<file path="src/sv/bfa_pkg.sv">
package bfa_pkg;

   localparam int MEM_WORDS        = 1024;
   localparam int DEF_FREE_ENTRIES = 64;
   localparam int DEF_USED_ENTRIES = 64;
   localparam int WORD_W           = 11;

   typedef logic [WORD_W-1:0] word_type;
   typedef logic [2:0]        status_type;
   typedef logic [2:0]        fop_type;
   typedef logic [1:0]        bsel_type;
   typedef logic [1:0]        isrc_type;

   localparam logic CMD_ALLOC = 1'b0;
   localparam logic CMD_FREE  = 1'b1;

   localparam status_type ST_OK       = 3'd0;
   localparam status_type ST_NOFIT    = 3'd1;
   localparam status_type ST_NOTFOUND = 3'd2;
   localparam status_type ST_FULL     = 3'd3;
   localparam status_type ST_ZERO     = 3'd4;

   // free table write operations
   localparam fop_type FOP_SHRINK = 3'd0;
   localparam fop_type FOP_BOTH   = 3'd1;
   localparam fop_type FOP_PRE    = 3'd2;
   localparam fop_type FOP_POST   = 3'd3;
   localparam fop_type FOP_APPEND = 3'd4;
   localparam fop_type FOP_DROP   = 3'd5;

   // used table write operations
   localparam logic UOP_RECORD = 1'b0;
   localparam logic UOP_DROP   = 1'b1;

   // result base address source
   localparam bsel_type BSEL_ZERO = 2'd0;
   localparam bsel_type BSEL_BEST = 2'd1;
   localparam bsel_type BSEL_ADDR = 2'd2;

   // index load source
   localparam isrc_type ISRC_BEST = 2'd0;
   localparam isrc_type ISRC_REC  = 2'd1;
   localparam isrc_type ISRC_POST = 2'd2;

   typedef struct packed {
      logic       ld_req;
      logic       idx_clr;
      logic       idx_inc;
      logic       idx_ld;
      isrc_type   idx_src;
      logic       rd_next;
      logic       best_upd;
      logic       rec_upd;
      logic       pre_upd;
      logic       post_upd;
      logic       fwr;
      fop_type    fop;
      logic       uwr;
      logic       uop;
      logic       fc_inc;
      logic       fc_dec;
      logic       uc_inc;
      logic       uc_dec;
      logic       res_ld;
      status_type res_status;
      bsel_type   res_bsel;
      logic       out_ld;
   } cmd_type;

   typedef struct packed {
      logic cmd_free;
      logic size_zero;
      logic used_full;
      logic used_empty;
      logic free_empty;
      logic free_full;
      logic fit;
      logic better;
      logic exact;
      logic free_last;
      logic used_last;
      logic u_hit;
      logic f_pre;
      logic f_post;
      logic found;
      logic has_pre;
      logic has_post;
      logic best_empty;
      logic out_busy;
   } sts_type;

endpackage

</file>
<file path="src/sv/bfa_if.sv">
interface bfa_req_if import bfa_pkg::*; ();
   logic     valid;
   logic     ready;
   logic     cmd;
   word_type req_size;
   word_type req_addr;

   modport source (output valid, output cmd, output req_size, output req_addr, input ready);
   modport sink (input valid, input cmd, input req_size, input req_addr, output ready);
endinterface

interface bfa_rsp_if import bfa_pkg::*; ();
   logic       valid;
   logic       ready;
   word_type   base_addr;
   status_type status;

   modport source (output valid, output base_addr, output status, input ready);
   modport sink (input valid, input base_addr, input status, output ready);
endinterface

</file>
<file path="src/sv/bfa_dp.sv">
module bfa_dp import bfa_pkg::*; #(
   parameter int FREE_ENTRIES = DEF_FREE_ENTRIES,
   parameter int USED_ENTRIES = DEF_USED_ENTRIES
) (
   input  logic       clock,
   input  logic       reset,
   input  logic       req_cmd,
   input  word_type   req_size,
   input  word_type   req_addr,
   input  cmd_type    cmd,
   output sts_type    sts,
   input  logic       rsp_ready,
   output logic       rsp_valid,
   output word_type   rsp_base_addr,
   output status_type rsp_status
);

   localparam int FIW = $clog2(FREE_ENTRIES);
   localparam int UIW = $clog2(USED_ENTRIES);
   localparam int IW  = (FIW > UIW) ? FIW : UIW;
   localparam int NW  = IW + 1;
   localparam int FCW = $clog2(FREE_ENTRIES + 1);
   localparam int UCW = $clog2(USED_ENTRIES + 1);
   localparam int EW  = 2 * WORD_W;

   logic [EW-1:0] free_mem [FREE_ENTRIES];
   logic [EW-1:0] used_mem [USED_ENTRIES];

   logic           cmd_ff;
   word_type       size_ff, addr_ff;
   logic [IW-1:0]  idx_ff;
   logic [FCW-1:0] fc_ff;
   logic [UCW-1:0] uc_ff;
   logic [FIW-1:0] best_idx_ff, pre_idx_ff, post_idx_ff;
   word_type       best_start_ff, best_left_ff;
   logic           found_ff, has_pre_ff, has_post_ff;
   logic [UIW-1:0] rec_ff;
   word_type       pre_start_ff, pre_len_ff, post_start_ff, post_len_ff;
   word_type       res_base_ff, out_base_ff;
   status_type     res_status_ff, out_status_ff;
   logic           out_valid_ff;
   logic [EW-1:0]  f_rdata_ff, u_rdata_ff;

   logic [IW-1:0]  idx_rd;
   logic [NW-1:0]  idx_nx;
   word_type       f_start, f_len, u_start, u_len, left;
   logic [FIW-1:0] f_waddr;
   logic [EW-1:0]  f_wdata;
   logic [UIW-1:0] u_waddr;
   logic [EW-1:0]  u_wdata;
   word_type       base_sel;

   assign idx_rd  = cmd.rd_next ? idx_ff + 1'b1 : idx_ff;
   assign idx_nx  = {1'b0, idx_ff} + 1'b1;
   assign f_start = f_rdata_ff[EW-1:WORD_W];
   assign f_len   = f_rdata_ff[WORD_W-1:0];
   assign u_start = u_rdata_ff[EW-1:WORD_W];
   assign u_len   = u_rdata_ff[WORD_W-1:0];
   assign left    = f_len - size_ff;

   // table memories, registered read
   always_ff @(posedge clock) begin
      f_rdata_ff <= free_mem[idx_rd[FIW-1:0]];
      u_rdata_ff <= used_mem[idx_rd[UIW-1:0]];
      if (reset) begin
         free_mem[0] <= {word_type'(1), word_type'(MEM_WORDS)};
      end else if (cmd.fwr) begin
         free_mem[f_waddr] <= f_wdata;
      end
      if (cmd.uwr) begin
         used_mem[u_waddr] <= u_wdata;
      end
   end

   always_comb begin
      case (cmd.fop)
         FOP_SHRINK: begin
            f_waddr = best_idx_ff;
            f_wdata = {best_start_ff + size_ff, best_left_ff};
         end
         FOP_BOTH: begin
            f_waddr = pre_idx_ff;
            f_wdata = {pre_start_ff, pre_len_ff + size_ff + post_len_ff};
         end
         FOP_PRE: begin
            f_waddr = pre_idx_ff;
            f_wdata = {pre_start_ff, pre_len_ff + size_ff};
         end
         FOP_POST: begin
            f_waddr = post_idx_ff;
            f_wdata = {post_start_ff - size_ff, post_len_ff + size_ff};
         end
         FOP_APPEND: begin
            f_waddr = fc_ff[FIW-1:0];
            f_wdata = {addr_ff, size_ff};
         end
         default: begin
            f_waddr = idx_ff[FIW-1:0];
            f_wdata = f_rdata_ff;
         end
      endcase
      if (cmd.uop == UOP_RECORD) begin
         u_waddr = uc_ff[UIW-1:0];
         u_wdata = {best_start_ff, size_ff};
      end else begin
         u_waddr = idx_ff[UIW-1:0];
         u_wdata = u_rdata_ff;
      end
      case (cmd.res_bsel)
         BSEL_BEST: base_sel = best_start_ff;
         BSEL_ADDR: base_sel = addr_ff;
         default:   base_sel = '0;
      endcase
   end

   always_ff @(posedge clock) begin
      if (cmd.ld_req) begin
         cmd_ff  <= req_cmd;
         size_ff <= req_size;
         addr_ff <= req_addr;
      end else if (cmd.rec_upd) begin
         size_ff <= u_len;
      end
      if (cmd.best_upd) begin
         best_idx_ff   <= idx_ff[FIW-1:0];
         best_start_ff <= f_start;
         best_left_ff  <= left;
      end
      if (cmd.rec_upd) begin
         rec_ff <= idx_ff[UIW-1:0];
      end
      if (cmd.pre_upd) begin
         pre_idx_ff   <= idx_ff[FIW-1:0];
         pre_start_ff <= f_start;
         pre_len_ff   <= f_len;
      end
      if (cmd.post_upd) begin
         post_idx_ff   <= idx_ff[FIW-1:0];
         post_start_ff <= f_start;
         post_len_ff   <= f_len;
      end
      if (cmd.res_ld) begin
         res_base_ff   <= base_sel;
         res_status_ff <= cmd.res_status;
      end
      if (cmd.out_ld) begin
         out_base_ff   <= res_base_ff;
         out_status_ff <= res_status_ff;
      end
   end

   always_ff @(posedge clock) begin
      if (reset) begin
         idx_ff       <= '0;
         fc_ff        <= FCW'(1);
         uc_ff        <= '0;
         found_ff     <= 1'b0;
         has_pre_ff   <= 1'b0;
         has_post_ff  <= 1'b0;
         out_valid_ff <= 1'b0;
      end else begin
         if (cmd.idx_clr) begin
            idx_ff <= '0;
         end else if (cmd.idx_inc) begin
            idx_ff <= idx_ff + 1'b1;
         end else if (cmd.idx_ld) begin
            case (cmd.idx_src)
               ISRC_REC:  idx_ff <= IW'(rec_ff);
               ISRC_POST: idx_ff <= IW'(post_idx_ff);
               default:   idx_ff <= IW'(best_idx_ff);
            endcase
         end
         if (cmd.fc_inc) begin
            fc_ff <= fc_ff + 1'b1;
         end else if (cmd.fc_dec) begin
            fc_ff <= fc_ff - 1'b1;
         end
         if (cmd.uc_inc) begin
            uc_ff <= uc_ff + 1'b1;
         end else if (cmd.uc_dec) begin
            uc_ff <= uc_ff - 1'b1;
         end
         if (cmd.ld_req) begin
            found_ff    <= 1'b0;
            has_pre_ff  <= 1'b0;
            has_post_ff <= 1'b0;
         end else begin
            if (cmd.best_upd) found_ff    <= 1'b1;
            if (cmd.pre_upd)  has_pre_ff  <= 1'b1;
            if (cmd.post_upd) has_post_ff <= 1'b1;
         end
         if (cmd.out_ld) begin
            out_valid_ff <= 1'b1;
         end else if (rsp_ready) begin
            out_valid_ff <= 1'b0;
         end
      end
   end

   always_comb begin
      sts.cmd_free   = (cmd_ff == CMD_FREE);
      sts.size_zero  = (size_ff == '0);
      sts.used_full  = (uc_ff == UCW'(USED_ENTRIES));
      sts.used_empty = (uc_ff == '0);
      sts.free_empty = (fc_ff == '0);
      sts.free_full  = (fc_ff == FCW'(FREE_ENTRIES));
      sts.fit        = (f_len >= size_ff);
      sts.better     = !found_ff || (left < best_left_ff);
      sts.exact      = (left == '0);
      sts.free_last  = (idx_nx >= NW'(fc_ff));
      sts.used_last  = (idx_nx >= NW'(uc_ff));
      sts.u_hit      = (u_start == addr_ff);
      sts.f_pre      = ({1'b0, f_start} + {1'b0, f_len}) == {1'b0, addr_ff};
      sts.f_post     = {1'b0, f_start} == ({1'b0, addr_ff} + {1'b0, size_ff});
      sts.found      = found_ff;
      sts.has_pre    = has_pre_ff;
      sts.has_post   = has_post_ff;
      sts.best_empty = (best_left_ff == '0);
      sts.out_busy   = out_valid_ff && !rsp_ready;
   end

   assign rsp_valid     = out_valid_ff;
   assign rsp_base_addr = out_base_ff;
   assign rsp_status    = out_status_ff;

endmodule

</file>
<file path="src/sv/bfa_ctrl.sv">
module bfa_ctrl import bfa_pkg::*; (
   input  logic    clock,
   input  logic    reset,
   input  logic    req_valid,
   output logic    req_ready,
   input  sts_type sts,
   output cmd_type cmd
);

   localparam logic [3:0] S_IDLE   = 4'd0;
   localparam logic [3:0] S_CHECK  = 4'd1;
   localparam logic [3:0] S_A_RD   = 4'd2;
   localparam logic [3:0] S_A_EV   = 4'd3;
   localparam logic [3:0] S_A_UPD  = 4'd4;
   localparam logic [3:0] S_U_RD   = 4'd5;
   localparam logic [3:0] S_U_EV   = 4'd6;
   localparam logic [3:0] S_F_RD   = 4'd7;
   localparam logic [3:0] S_F_EV   = 4'd8;
   localparam logic [3:0] S_F_DEC  = 4'd9;
   localparam logic [3:0] S_MERGE  = 4'd10;
   localparam logic [3:0] S_D_CHK  = 4'd11;
   localparam logic [3:0] S_D_WR   = 4'd12;
   localparam logic [3:0] S_FINISH = 4'd13;

   logic [3:0] state_ff, state_in;
   logic [3:0] ret_ff, ret_in;
   logic       tsel_ff, tsel_in;   // high: drop from the free table

   always_ff @(posedge clock) begin
      if (reset) begin
         state_ff <= S_IDLE;
         ret_ff   <= S_FINISH;
         tsel_ff  <= 1'b0;
      end else begin
         state_ff <= state_in;
         ret_ff   <= ret_in;
         tsel_ff  <= tsel_in;
      end
   end

   assign req_ready = (state_ff == S_IDLE);

   always_comb begin
      state_in = state_ff;
      ret_in   = ret_ff;
      tsel_in  = tsel_ff;
      cmd      = '0;
      unique case (state_ff)
         S_IDLE: begin
            if (req_valid) begin
               cmd.ld_req  = 1'b1;
               cmd.idx_clr = 1'b1;
               state_in    = S_CHECK;
            end
         end
         S_CHECK: begin
            if (!sts.cmd_free) begin
               if (sts.size_zero) begin
                  cmd.res_ld = 1'b1; cmd.res_status = ST_ZERO; state_in = S_FINISH;
               end else if (sts.used_full) begin
                  cmd.res_ld = 1'b1; cmd.res_status = ST_FULL; state_in = S_FINISH;
               end else if (sts.free_empty) begin
                  cmd.res_ld = 1'b1; cmd.res_status = ST_NOFIT; state_in = S_FINISH;
               end else begin
                  state_in = S_A_RD;
               end
            end else if (sts.used_empty) begin
               cmd.res_ld = 1'b1; cmd.res_status = ST_NOTFOUND; state_in = S_FINISH;
            end else begin
               state_in = S_U_RD;
            end
         end
         S_A_RD: state_in = S_A_EV;
         S_A_EV: begin
            if (sts.fit && sts.better) begin
               cmd.best_upd = 1'b1;
            end
            if (sts.fit && sts.exact) begin
               state_in = S_A_UPD;
            end else if (!sts.free_last) begin
               cmd.idx_inc = 1'b1;
               state_in    = S_A_RD;
            end else if (sts.found || sts.fit) begin
               state_in = S_A_UPD;
            end else begin
               cmd.res_ld = 1'b1; cmd.res_status = ST_NOFIT; state_in = S_FINISH;
            end
         end
         S_A_UPD: begin
            cmd.uwr        = 1'b1;
            cmd.uop        = UOP_RECORD;
            cmd.uc_inc     = 1'b1;
            cmd.res_ld     = 1'b1;
            cmd.res_status = ST_OK;
            cmd.res_bsel   = BSEL_BEST;
            if (sts.best_empty) begin
               cmd.idx_ld  = 1'b1;
               cmd.idx_src = ISRC_BEST;
               tsel_in     = 1'b1;
               ret_in      = S_FINISH;
               state_in    = S_D_CHK;
            end else begin
               cmd.fwr  = 1'b1;
               cmd.fop  = FOP_SHRINK;
               state_in = S_FINISH;
            end
         end
         S_U_RD: state_in = S_U_EV;
         S_U_EV: begin
            if (sts.u_hit) begin
               cmd.rec_upd = 1'b1;
               cmd.idx_clr = 1'b1;
               state_in    = sts.free_empty ? S_F_DEC : S_F_RD;
            end else if (!sts.used_last) begin
               cmd.idx_inc = 1'b1;
               state_in    = S_U_RD;
            end else begin
               cmd.res_ld = 1'b1; cmd.res_status = ST_NOTFOUND; state_in = S_FINISH;
            end
         end
         S_F_RD: state_in = S_F_EV;
         S_F_EV: begin
            if (sts.f_pre) begin
               cmd.pre_upd = 1'b1;
            end else if (sts.f_post) begin
               cmd.post_upd = 1'b1;
            end
            if (!sts.free_last) begin
               cmd.idx_inc = 1'b1;
               state_in    = S_F_RD;
            end else begin
               state_in = S_F_DEC;
            end
         end
         S_F_DEC: begin
            if (!sts.has_pre && !sts.has_post && sts.free_full) begin
               cmd.res_ld = 1'b1; cmd.res_status = ST_FULL; state_in = S_FINISH;
            end else begin
               cmd.idx_ld  = 1'b1;
               cmd.idx_src = ISRC_REC;
               tsel_in     = 1'b0;
               ret_in      = S_MERGE;
               state_in    = S_D_CHK;
            end
         end
         S_MERGE: begin
            cmd.res_ld     = 1'b1;
            cmd.res_status = ST_OK;
            cmd.res_bsel   = BSEL_ADDR;
            cmd.fwr        = 1'b1;
            state_in       = S_FINISH;
            if (sts.has_pre && sts.has_post) begin
               cmd.fop     = FOP_BOTH;
               cmd.idx_ld  = 1'b1;
               cmd.idx_src = ISRC_POST;
               tsel_in     = 1'b1;
               ret_in      = S_FINISH;
               state_in    = S_D_CHK;
            end else if (sts.has_pre) begin
               cmd.fop = FOP_PRE;
            end else if (sts.has_post) begin
               cmd.fop = FOP_POST;
            end else begin
               cmd.fop    = FOP_APPEND;
               cmd.fc_inc = 1'b1;
            end
         end
         S_D_CHK: begin
            if (!(tsel_ff ? sts.free_last : sts.used_last)) begin
               cmd.rd_next = 1'b1;
               state_in    = S_D_WR;
            end else begin
               cmd.fc_dec = tsel_ff;
               cmd.uc_dec = !tsel_ff;
               state_in   = ret_ff;
            end
         end
         S_D_WR: begin
            cmd.fwr     = tsel_ff;
            cmd.fop     = FOP_DROP;
            cmd.uwr     = !tsel_ff;
            cmd.uop     = UOP_DROP;
            cmd.idx_inc = 1'b1;
            state_in    = S_D_CHK;
         end
         S_FINISH: begin
            if (!sts.out_busy) begin
               cmd.out_ld = 1'b1;
               state_in   = S_IDLE;
            end
         end
         default: state_in = S_IDLE;
      endcase
   end

endmodule

</file>
<file path="src/sv/best_fit_allocator_unit.sv">
// best-fit allocator over words 1 to MEM_WORDS
// req_chan carries one command item: cmd selects allocate or free, req_size is
// the word count to allocate, req_addr the base to free. rsp_chan returns one
// item per command: base_addr (0 on failure) and status
// items are worked one at a time; req_chan.ready is high only while the
// controller is idle. the time per item, from the accepting cycle to the one that
// loads the output register, comes from scans and entry shifts through the
// single-port free and used tables:
//   allocate: a scan of the free extents, plus a shift of the entries behind
//             an extent that empties
//   free:     a scan of the records up to the match and of the free extents,
//             a shift of the records, plus a shift of the extents when both neighbours fuse
//   early rejections (zero size, table full, empty tables) skip the scans
// the result and req_chan.ready both appear at the edge that ends the item
// a finished item sits in an output register; a new command is taken while it
// waits, and the controller only stalls at its final step if the previous item
// is still not taken by the receiver
// reset leaves one free extent covering the whole space and no allocations,
// with no clearing pass
module best_fit_allocator_unit import bfa_pkg::*; #(
   parameter int FREE_ENTRIES = DEF_FREE_ENTRIES,
   parameter int USED_ENTRIES = DEF_USED_ENTRIES
) (
   input logic        clock,
   input logic        reset,
   bfa_req_if.sink    req_chan,
   bfa_rsp_if.source  rsp_chan
);

   // command and status bundles between controller and datapath
   cmd_type cmd;
   sts_type sts;

   bfa_ctrl u_ctrl (
      .clock     (clock),
      .reset     (reset),
      .req_valid (req_chan.valid),
      .req_ready (req_chan.ready),
      .sts       (sts),
      .cmd       (cmd)
   );

   // tables, scan registers, counts and the output register
   bfa_dp #(
      .FREE_ENTRIES (FREE_ENTRIES),
      .USED_ENTRIES (USED_ENTRIES)
   ) u_dp (
      .clock         (clock),
      .reset         (reset),
      .req_cmd       (req_chan.cmd),
      .req_size      (req_chan.req_size),
      .req_addr      (req_chan.req_addr),
      .cmd           (cmd),
      .sts           (sts),
      .rsp_ready     (rsp_chan.ready),
      .rsp_valid     (rsp_chan.valid),
      .rsp_base_addr (rsp_chan.base_addr),
      .rsp_status    (rsp_chan.status)
   );

endmodule

</file>
<file path="src/flat_wrapper.sv">
// flat-port wrapper written by rule: the top's interface ports become plain ports
module best_fit_allocator_unit_flat import bfa_pkg::*;
#(
   parameter int FREE_ENTRIES = DEF_FREE_ENTRIES,
   parameter int USED_ENTRIES = DEF_USED_ENTRIES
)
  (clock, reset, req_chan_valid, req_chan_cmd, req_chan_req_size, req_chan_req_addr, req_chan_ready, rsp_chan_valid, rsp_chan_base_addr, rsp_chan_status, rsp_chan_ready);
  bfa_req_if req_chan_i ();
  bfa_rsp_if rsp_chan_i ();
  input logic clock;
  input logic reset;
  input wire logic [$bits(req_chan_i.valid)-1:0] req_chan_valid;
  input wire logic [$bits(req_chan_i.cmd)-1:0] req_chan_cmd;
  input wire logic [$bits(req_chan_i.req_size)-1:0] req_chan_req_size;
  input wire logic [$bits(req_chan_i.req_addr)-1:0] req_chan_req_addr;
  output wire logic [$bits(req_chan_i.ready)-1:0] req_chan_ready;
  output wire logic [$bits(rsp_chan_i.valid)-1:0] rsp_chan_valid;
  output wire logic [$bits(rsp_chan_i.base_addr)-1:0] rsp_chan_base_addr;
  output wire logic [$bits(rsp_chan_i.status)-1:0] rsp_chan_status;
  input wire logic [$bits(rsp_chan_i.ready)-1:0] rsp_chan_ready;
  assign req_chan_i.valid = req_chan_valid;
  assign req_chan_i.cmd = req_chan_cmd;
  assign req_chan_i.req_size = req_chan_req_size;
  assign req_chan_i.req_addr = req_chan_req_addr;
  assign req_chan_ready = req_chan_i.ready;
  assign rsp_chan_valid = rsp_chan_i.valid;
  assign rsp_chan_base_addr = rsp_chan_i.base_addr;
  assign rsp_chan_status = rsp_chan_i.status;
  assign rsp_chan_i.ready = rsp_chan_ready;
  best_fit_allocator_unit #(.FREE_ENTRIES(FREE_ENTRIES), .USED_ENTRIES(USED_ENTRIES)) u_core (.clock(clock), .reset(reset), .req_chan(req_chan_i), .rsp_chan(rsp_chan_i));
endmodule
</file>
<file path="config.mk">
export PLATFORM = sky130hd
export DESIGN_NAME = best_fit_allocator_unit_flat
export DESIGN_NICKNAME = d
export VERILOG_FILES = /design/src/sv/bfa_pkg.sv /design/src/sv/bfa_if.sv /design/src/sv/bfa_dp.sv /design/src/sv/bfa_ctrl.sv /design/src/sv/best_fit_allocator_unit.sv /design/src/flat_wrapper.sv
export SDC_FILE = /design/constraint.sdc
export NUM_CORES = 2
export LEC_CHECK = 0
export BUFFER_PORTS_ARGS = -buffer_cell sky130_fd_sc_hd__buf_2
export CAP_MARGIN = 20
export CELL_PAD_IN_SITES_DETAIL_PLACEMENT = 2
export CELL_PAD_IN_SITES_GLOBAL_PLACEMENT = 2
export CORE_ASPECT_RATIO = 0.6
export CORE_MARGIN = 2
export CORE_UTILIZATION = 30
export DETAILED_ROUTE_END_ITERATION = 12
export PLACE_DENSITY = 0.69
export SETUP_SLACK_MARGIN = 0.1
export SLEW_MARGIN = 40
export SYNTH_ARGS = -nofsm -noshare
export SYNTH_HDL_FRONTEND = slang
export SYNTH_SLANG_ARGS = --single-unit
</file>
<file path="constraint.sdc">
create_clock -name clock -period 6.26 [get_ports clock]
set_input_delay 0.313 -clock clock [delete_from_list [all_inputs] [get_ports clock]]
set_output_delay 0.313 -clock clock [all_outputs]
set_load 0.02 [all_outputs]
</file>
Word level (Yosys, flattened, before mapping)
Memories as Yosys holds them, arrays and structs flattened. A register that Yosys moved wholly into a read port is not among the register bits.
Cells that the tools add are included.

storage, ports and cells
  bits of input ports = 27
  bits in writable memories = 2816
  register bits after elaboration = 174
  memories kept = 2
  output and inout port bits = 16
  word-level logic and storage cells = 218

memories
  name                  words  width  read ports  clocked after Yosys merged registers in  wr ports  RTL line      RTL
  u_core.u_dp.free_mem  64     22     1           1                                        1         bfa_dp.sv:26  logic [EW-1:0] free_mem [FREE_ENTRIES];
  u_core.u_dp.used_mem  64     22     1           1                                        1         bfa_dp.sv:27  logic [EW-1:0] used_mem [USED_ENTRIES];

operators by class
  muxes and demuxes = 107
  reductions and logical operators = 33
  equal/unequal tests = 31
  add/sub/neg operators = 14
  $lt $le $gt $ge = 4

operators with widths
  cell                                                                    number
  4-bit 2-to-1 mux                                                        30
  22-bit one-hot mux with 5 select lines                                  1
  4-bit one-hot mux with 14 select lines                                  1
  11-bit adder                                                            4
  22-bit 2-to-1 mux                                                       2
  1-bit 2-to-1 mux                                                        39
  11-bit logical NOT                                                      3
  6-bit 2-to-1 mux                                                        5
  7-bit 2-to-1 mux                                                        4
  3-bit 2-to-1 mux                                                        9
  11-bit by 11-bit adder with 12-bit output                               2
  4-bit equality test (second input constant)                             6
  4-bit one-hot mux with 3 select lines                                   2
  6-bit one-hot mux with 4 select lines                                   1
  11-bit 2-to-1 mux                                                       2
  11-bit one-hot mux with 2 select lines                                  1
  22-bit OR reduction                                                     1
  11-bit subtractor                                                       2
  4-bit one-hot mux with 5 select lines                                   1
  4-bit by 3-bit equality test with 1-bit output (second input constant)  4
  7-bit by 1-bit adder with 7-bit output (second input constant)          2
  7-bit equality test (second input constant)                             2
  7-bit >= comparator                                                     2
  7-bit logical NOT                                                       2
  34 further kinds                                                        61

Longest topological paths before layout
  word-level depth = 9
  gate-level depth with buffers = 25
  mapped depth without buffers = 22

Hierarchy
A second synthesis with hierarchy kept.

second synthesis, totals
  cells, all modules = 7380
  area total of the unflattened synthesis = 121977.0 um2

modules (own cells, without submodules)
  module    times used  cells an instance  sequential area each (um2)  area an instance (um2)
  bfa_dp    1           7234               90156.5                     120956.0
  bfa_ctrl  1           146                140.1                       1021.0

Worst setup path before layout
OpenSTA, ideal clock, no wires.

  kind = register to register
  start = reg u_core.u_dp.has_pre_ff
  end = mem u_core.u_dp.free_mem[0][2] (netlist name), data pin
  stages on the path, launching flop included = 18
  required time = 5.537 ns
  path slack = -0.118 ns
  buffers on the path = 3
  library setup time = 0.723 ns
  period minus slack after synthesis = 6.378 ns
  data arrival time = 5.654 ns
  cell sequence = dfxtp_1 inv_1 ha_1 a21oi_1 nor2_1 nor3_1 and3_1 clkbuf_1 clkbuf_1 clkbuf_1 nand2_1 nand2_1 ha_1 inv_1 fa_1 xnor2_1 a222oi_1 a21boi_0

between the ends
  cells in the longest elaborated chain, start to end = 6
  elaborated cells between the ends (all ways) = 11

ends and longest elaborated chain
  what                                                          RTL line                          RTL
  start, declared                                               bfa_dp.sv:36                      logic found_ff, has_pre_ff, has_post_ff;
  start signal, assigned                                        bfa_dp.sv:158                     has_pre_ff <= 1'b0;
  start signal, assigned                                        bfa_dp.sv:185                     has_pre_ff <= 1'b0;
  start signal, assigned                                        bfa_dp.sv:189                     if (cmd.pre_upd) has_pre_ff <= 1'b1;
  3-bit 2-to-1 mux / 1-bit logical AND (equally long branches)  bfa_ctrl.sv:159, bfa_ctrl.sv:152
  3-bit 2-to-1 mux (*)                                          bfa_ctrl.sv:152                   if (sts.has_pre && sts.has_post) begin
  4-bit one-hot mux with 3 select lines (*)                     bfa_ctrl.sv:48                    unique case (state_ff)
  3-bit equality test (tied with other cells)                   bfa_dp.sv:76                      case (cmd.fop)
  22-bit one-hot mux with 5 select lines (*)                    bfa_dp.sv:76
  22-bit 2-to-1 mux (no line) (*)                               --
  end, declared                                                 bfa_dp.sv:26

Mark *: on every way between the ends. The rest lies on a longest branch, timed or not.

Worst setup path in the final report
  start = reg u_core.u_dp.idx_ff[0]
  end = reg u_core.u_dp.u_rdata_ff[13], read port of u_core.u_dp.used_mem

between the ends
  cells in the longest elaborated chain, start to end = 6
  elaborated cells between the ends (all ways) = 8

ends and longest elaborated chain
  what                                    RTL line                      RTL
  start, declared                         bfa_dp.sv:31                  logic [IW-1:0] idx_ff;
  start signal, assigned                  bfa_dp.sv:165                 idx_ff <= idx_ff + 1'b1;
  start signal, assigned                  bfa_dp.sv:168                 ISRC_REC: idx_ff <= IW'(rec_ff);
  start signal, assigned                  bfa_dp.sv:169                 ISRC_POST: idx_ff <= IW'(post_idx_ff);
  6-bit by 1-bit adder with 7-bit output  bfa_dp.sv:54                  assign idx_nx = {1'b0, idx_ff} + 1'b1;
  7-bit >= comparator (on tied branches)  bfa_dp.sv:211, bfa_dp.sv:210
  1-bit 2-to-1 mux (2 in series)          bfa_ctrl.sv:169               if (!(tsel_ff ? sts.free_last : sts.used_last)) begin
  1-bit 2-to-1 mux                        bfa_ctrl.sv:48
  6-bit 2-to-1 mux (*)                    bfa_dp.sv:53                  assign idx_rd = cmd.rd_next ? idx_ff + 1'b1 : idx_ff;
  end, declared                           bfa_dp.sv:42                  logic [EW-1:0] f_rdata_ff, u_rdata_ff;

Marked as above.
A chain may end at the register's enable or synchronous reset.

==> flow_summary.json <==
{
  "first_global_vias": 91200,
  "fin_skew_ns": 0.0829,
  "vdd_drop_max_v": 0.000221,
  "max-clock-path-buffers": 4,
  "area_delta_synth_final_pct": 18.3,
  "multi_input_area_um2": 31900,
  "die_w_um": 833,
  "post_cts_buffers": 0,
  "cts.clk_slew.worst_paths_ns": 0.07,
  "syn_area_um2": 124000,
  "ys_ff_latch": 3032,
  "seq_area_frac_synth_pct": 72.9,
  "viasPerCell": 5.72,
  "drt_iter0_markers": 14500,
  "synth_edf_count": 2957,
  "htree_num_levels": 5,
  "vias": 90500,
  "dp_slack_ns": -0.0599,
  "antenna_left": 0,
  "io_buffers": 42,
  "status": "completed",
  "switching_share_pct": 32.2,
  "numCtsBuffers": 302,
  "synthCells": 9461,
  "worst_slack_ns": 0.261,
  "synth_cell_types": 77,
  "dieArea_um2": 418000,
  "max_freq_mhz": 167,
  "crit_path_max_incr_delay_ns": 0.53,
  "wl_um": 537000,
  "grt_pass1_wl_um": 738000,
  "fin_area_um2": 146000,
  "core_area_um2": 410000,
  "track_usage_pct": 24.9,
  "p_seq_share_pct": 44.9,
  "rows": 182,
  "async_flop_share_pct": 0,
  "relSlewSlack_pct": 31.4,
  "antenna_found_initial": 57,
  "hold_viol_final": 0,
  "syn_area_per_cell_um2": 13.1,
  "grt_overflow_total": 0,
  "path_cells": "nand3_2 > nor2_1 > xnor2_2 > inv_1 > ha_1 > a21oi_1 > a21boi_0 > a2111oi_1 > buf_4 > o21a_2 > buf_4 > mux2i_1 > nor2_1 > a21oi_4 > buf_12 > a221o_1 > nand4_1 > o41ai_1 > nand4_1",
  "regArea_um2": 90300,
  "insertion_delay_ns": 0.94,
  "rsz0062_at_grt": "false",
  "syn_nets": 9614,
  "fin_nets": 10200,
  "placed_cell_area_um2": 136000,
  "cp_max_fo": 43,
  "place_congestion": 0.918,
  "root_buffer": "clkbuf_16",
  "drv_cap": 0,
  "fillers": 42000,
  "grt_max_degree": 102,
  "crit_required_ns": 6.83,
  "cts_tree": "done",
  "tightest_slew_ns": 1.03,
  "dp_hpwl_um": 361000,
  "worstHoldPathType": "in -> reg",
  "p_int_mw": 36.9,
  "timing.final.crit_share_pct": 95.8,
  "cp-end-kind": "flop",
  "post-route-drc-count": 0,
  "floorplan.initialDensity_pct": 30.2,
  "crit_type": "reg -> reg",
  "p_leak_nw": 50.2,
  "setup_viol": 0,
  "startpoint_type": "flop",
  "power_switching_mw": 17.5,
  "numClockSinks": 3032,
  "utilization_pct": 35.7,
  "yosysWarnings": 0,
  "wl_per_cell_um": 33.9,
  "drive_above_1_share_pct": 14.2,
  "place_inst": 15300,
  "p_comb_share_pct": 21.2,
  "powerDensity_nw_per_um2": 371,
  "dieHeight_um": 502,
  "cp_data_arrival_time_ns": 6.57,
  "dr.pass1.iters": 6,
  "io_pins": 43,
  "slew_violations": 0,
  "ys.flop_type": "edfxtp_1",
  "period_minus_slack_ns": 6.00,
  "stdcell_count": 15800,
  "clock_power_share_pct": 34.0,
  "slowest_stage": "nand4_1"
}
==> layout by cell type (no fill, tap or decap), types with 154 or more instances in the layout <==
cell       instances
mux2i_1          281
nand3_1          917
a21oi_1          251
a211oi_1         177
and3_1           227
clkbuf_16        307
buf_4            653
nand2_1         2600
a31oi_1          154
edfxtp_1        2957
==> routing by layer <==
metal  up-vias  share of wire, %  wire length, um  GRT usage, %
met5         -             0.027              145             0
met4        20               2.1            11200          4.92
met3       643                13            70300          7.67
met2      5068                40           216000          34.2
met1     48600                45           239000          38.2
li1      36200                 -                -             -
==> worst paths after layout <==
kind                                                      startpoint                                     end  slack (ns)  cells past startpoint
worst min register to register  u_core.u_dp.res_base_ff[4]$_DFFE_PP_  u_core.u_dp.rsp_base_addr[4]$_DFFE_PP_        0.43                      0
worst max register to register    u_core.u_dp.idx_ff[0]$_SDFFE_PP0P_      u_core.u_dp.u_rdata_ff[13]$_DFF_P_        0.26                     19
worst max-delay path              u_core.u_dp.idx_ff[0]$_SDFFE_PP0P_      u_core.u_dp.u_rdata_ff[13]$_DFF_P_        0.26                     19
worst min-delay path                            req_chan_req_addr[3]        u_core.u_dp.addr_ff[3]$_DFFE_PP_        0.13                      2
==> critical path, delay by kind of cell, from the launching register on <==
family / cells / cell delay [ns]
buf+inv: 4 / 1.03
simple gates: 5 / 1.24
xor+xnor: 1 / 0.22
flops: 1 / 0.46
mux: 1 / 0.24
compound gates: 7 / 2.07
fa+ha+maj: 1 / 0.34
==> through the flow <==
step | power (mW) | TNS [ns] | hold slack [ns]
after floorplan | 29.5 | 0 | 0.400
after global placement | 35.1 | 0 | 0.414
after detailed placement | 35.7 | -0.0727 | 0.415
after CTS | 54.0 | 0 | 0.0834
after global routing | 55.7 | 0 | 0.0993
final | 54.4 | 0 | 0.132
==> power groups by stage <==
stage          registers, mW  clock network (mW)  logic (mW)
3_5_place_dp            24.8                   0        10.9
2_1_floorplan           24.3                   0        5.14
5_1_grt                 24.4                19.3        12.0
3_3_place_gp            24.7                   0        10.4
4_1_cts                 24.3                18.6        11.1
6_report                24.4                18.5        11.5
==> layout make-up <==
type | instances | share of cell area, %
clock buffer | 388 | 5.49
sequential | 3032 | 61.7
tap | 5520 | 4.72
antenna | 8 | 0.0137
clock inverter | 153 | 0.973
inverter | 83 | 0.213
multi-input combinational | 5815 | 21.8
timing repair buffer | 838 | 5.16
==> sequential cells by signal, indices dropped and copies added, names as in the netlist, 22 cells and up <==
register	count
u_core.u_dp.free_mem	1408
u_core.u_dp.u_rdata_ff	22
u_core.u_dp.f_rdata_ff	22
u_core.u_dp.used_mem	1408
==> synthesized netlist by cell type, types with 18 or more instances <==
master / count / share of area [%]
nor2_1: 245 / 0.74
xor2_1: 32 / 0.23
a311oi_1: 47 / 0.33
xnor2_1: 77 / 0.54
clkbuf_1: 241 / 0.73
a21oi_1: 254 / 1.0
nand2b_1: 21 / 0.11
nand2_1: 2612 / 7.9
a211oi_1: 180 / 1.1
o41ai_1: 44 / 0.31
dfxtp_1: 75 / 1.2
a22oi_1: 18 / 0.11
buf_2: 213 / 0.86
mux2i_1: 282 / 2.3
a221o_1: 50 / 0.40
o21ai_0: 88 / 0.36
nor3_1: 51 / 0.21
buf_4: 18 / 0.11
a31oi_1: 163 / 0.82
edfxtp_1: 2957 / 72
nor2b_1: 22 / 0.11
nand3_1: 921 / 3.7
o22ai_1: 40 / 0.20
a21o_1: 35 / 0.21
a221oi_1: 24 / 0.17
inv_1: 83 / 0.25
ha_1: 117 / 1.2
and3_1: 227 / 1.1
buf_1: 57 / 0.17
nand4_1: 95 / 0.48
==> logic make-up after synthesis <==
logic type                 Yosys count  share of synthesized area [%]
AOI/OAI and AO/OA                 1039                           5.67
xor gates and xnor gates           110                          0.784
adders and majority gates          126                           1.33
buffers and inverters              614                           2.14
DFF                               3032                           72.9
muxes                              296                           2.41
and+or+nand+nor                   4244                           14.7
==> repair_timing <==
action | 4_1_cts | 5_1_grt
endpoints found under the setup margin | 8 | 43
hold endpoints to repair | 45 | 0
hold buffers | 26 | 0
pin swaps | 0 | 2
cloned | 0 | 0
gates resized for setup | 1 | 8
Power figures use the tool's default switching activity.
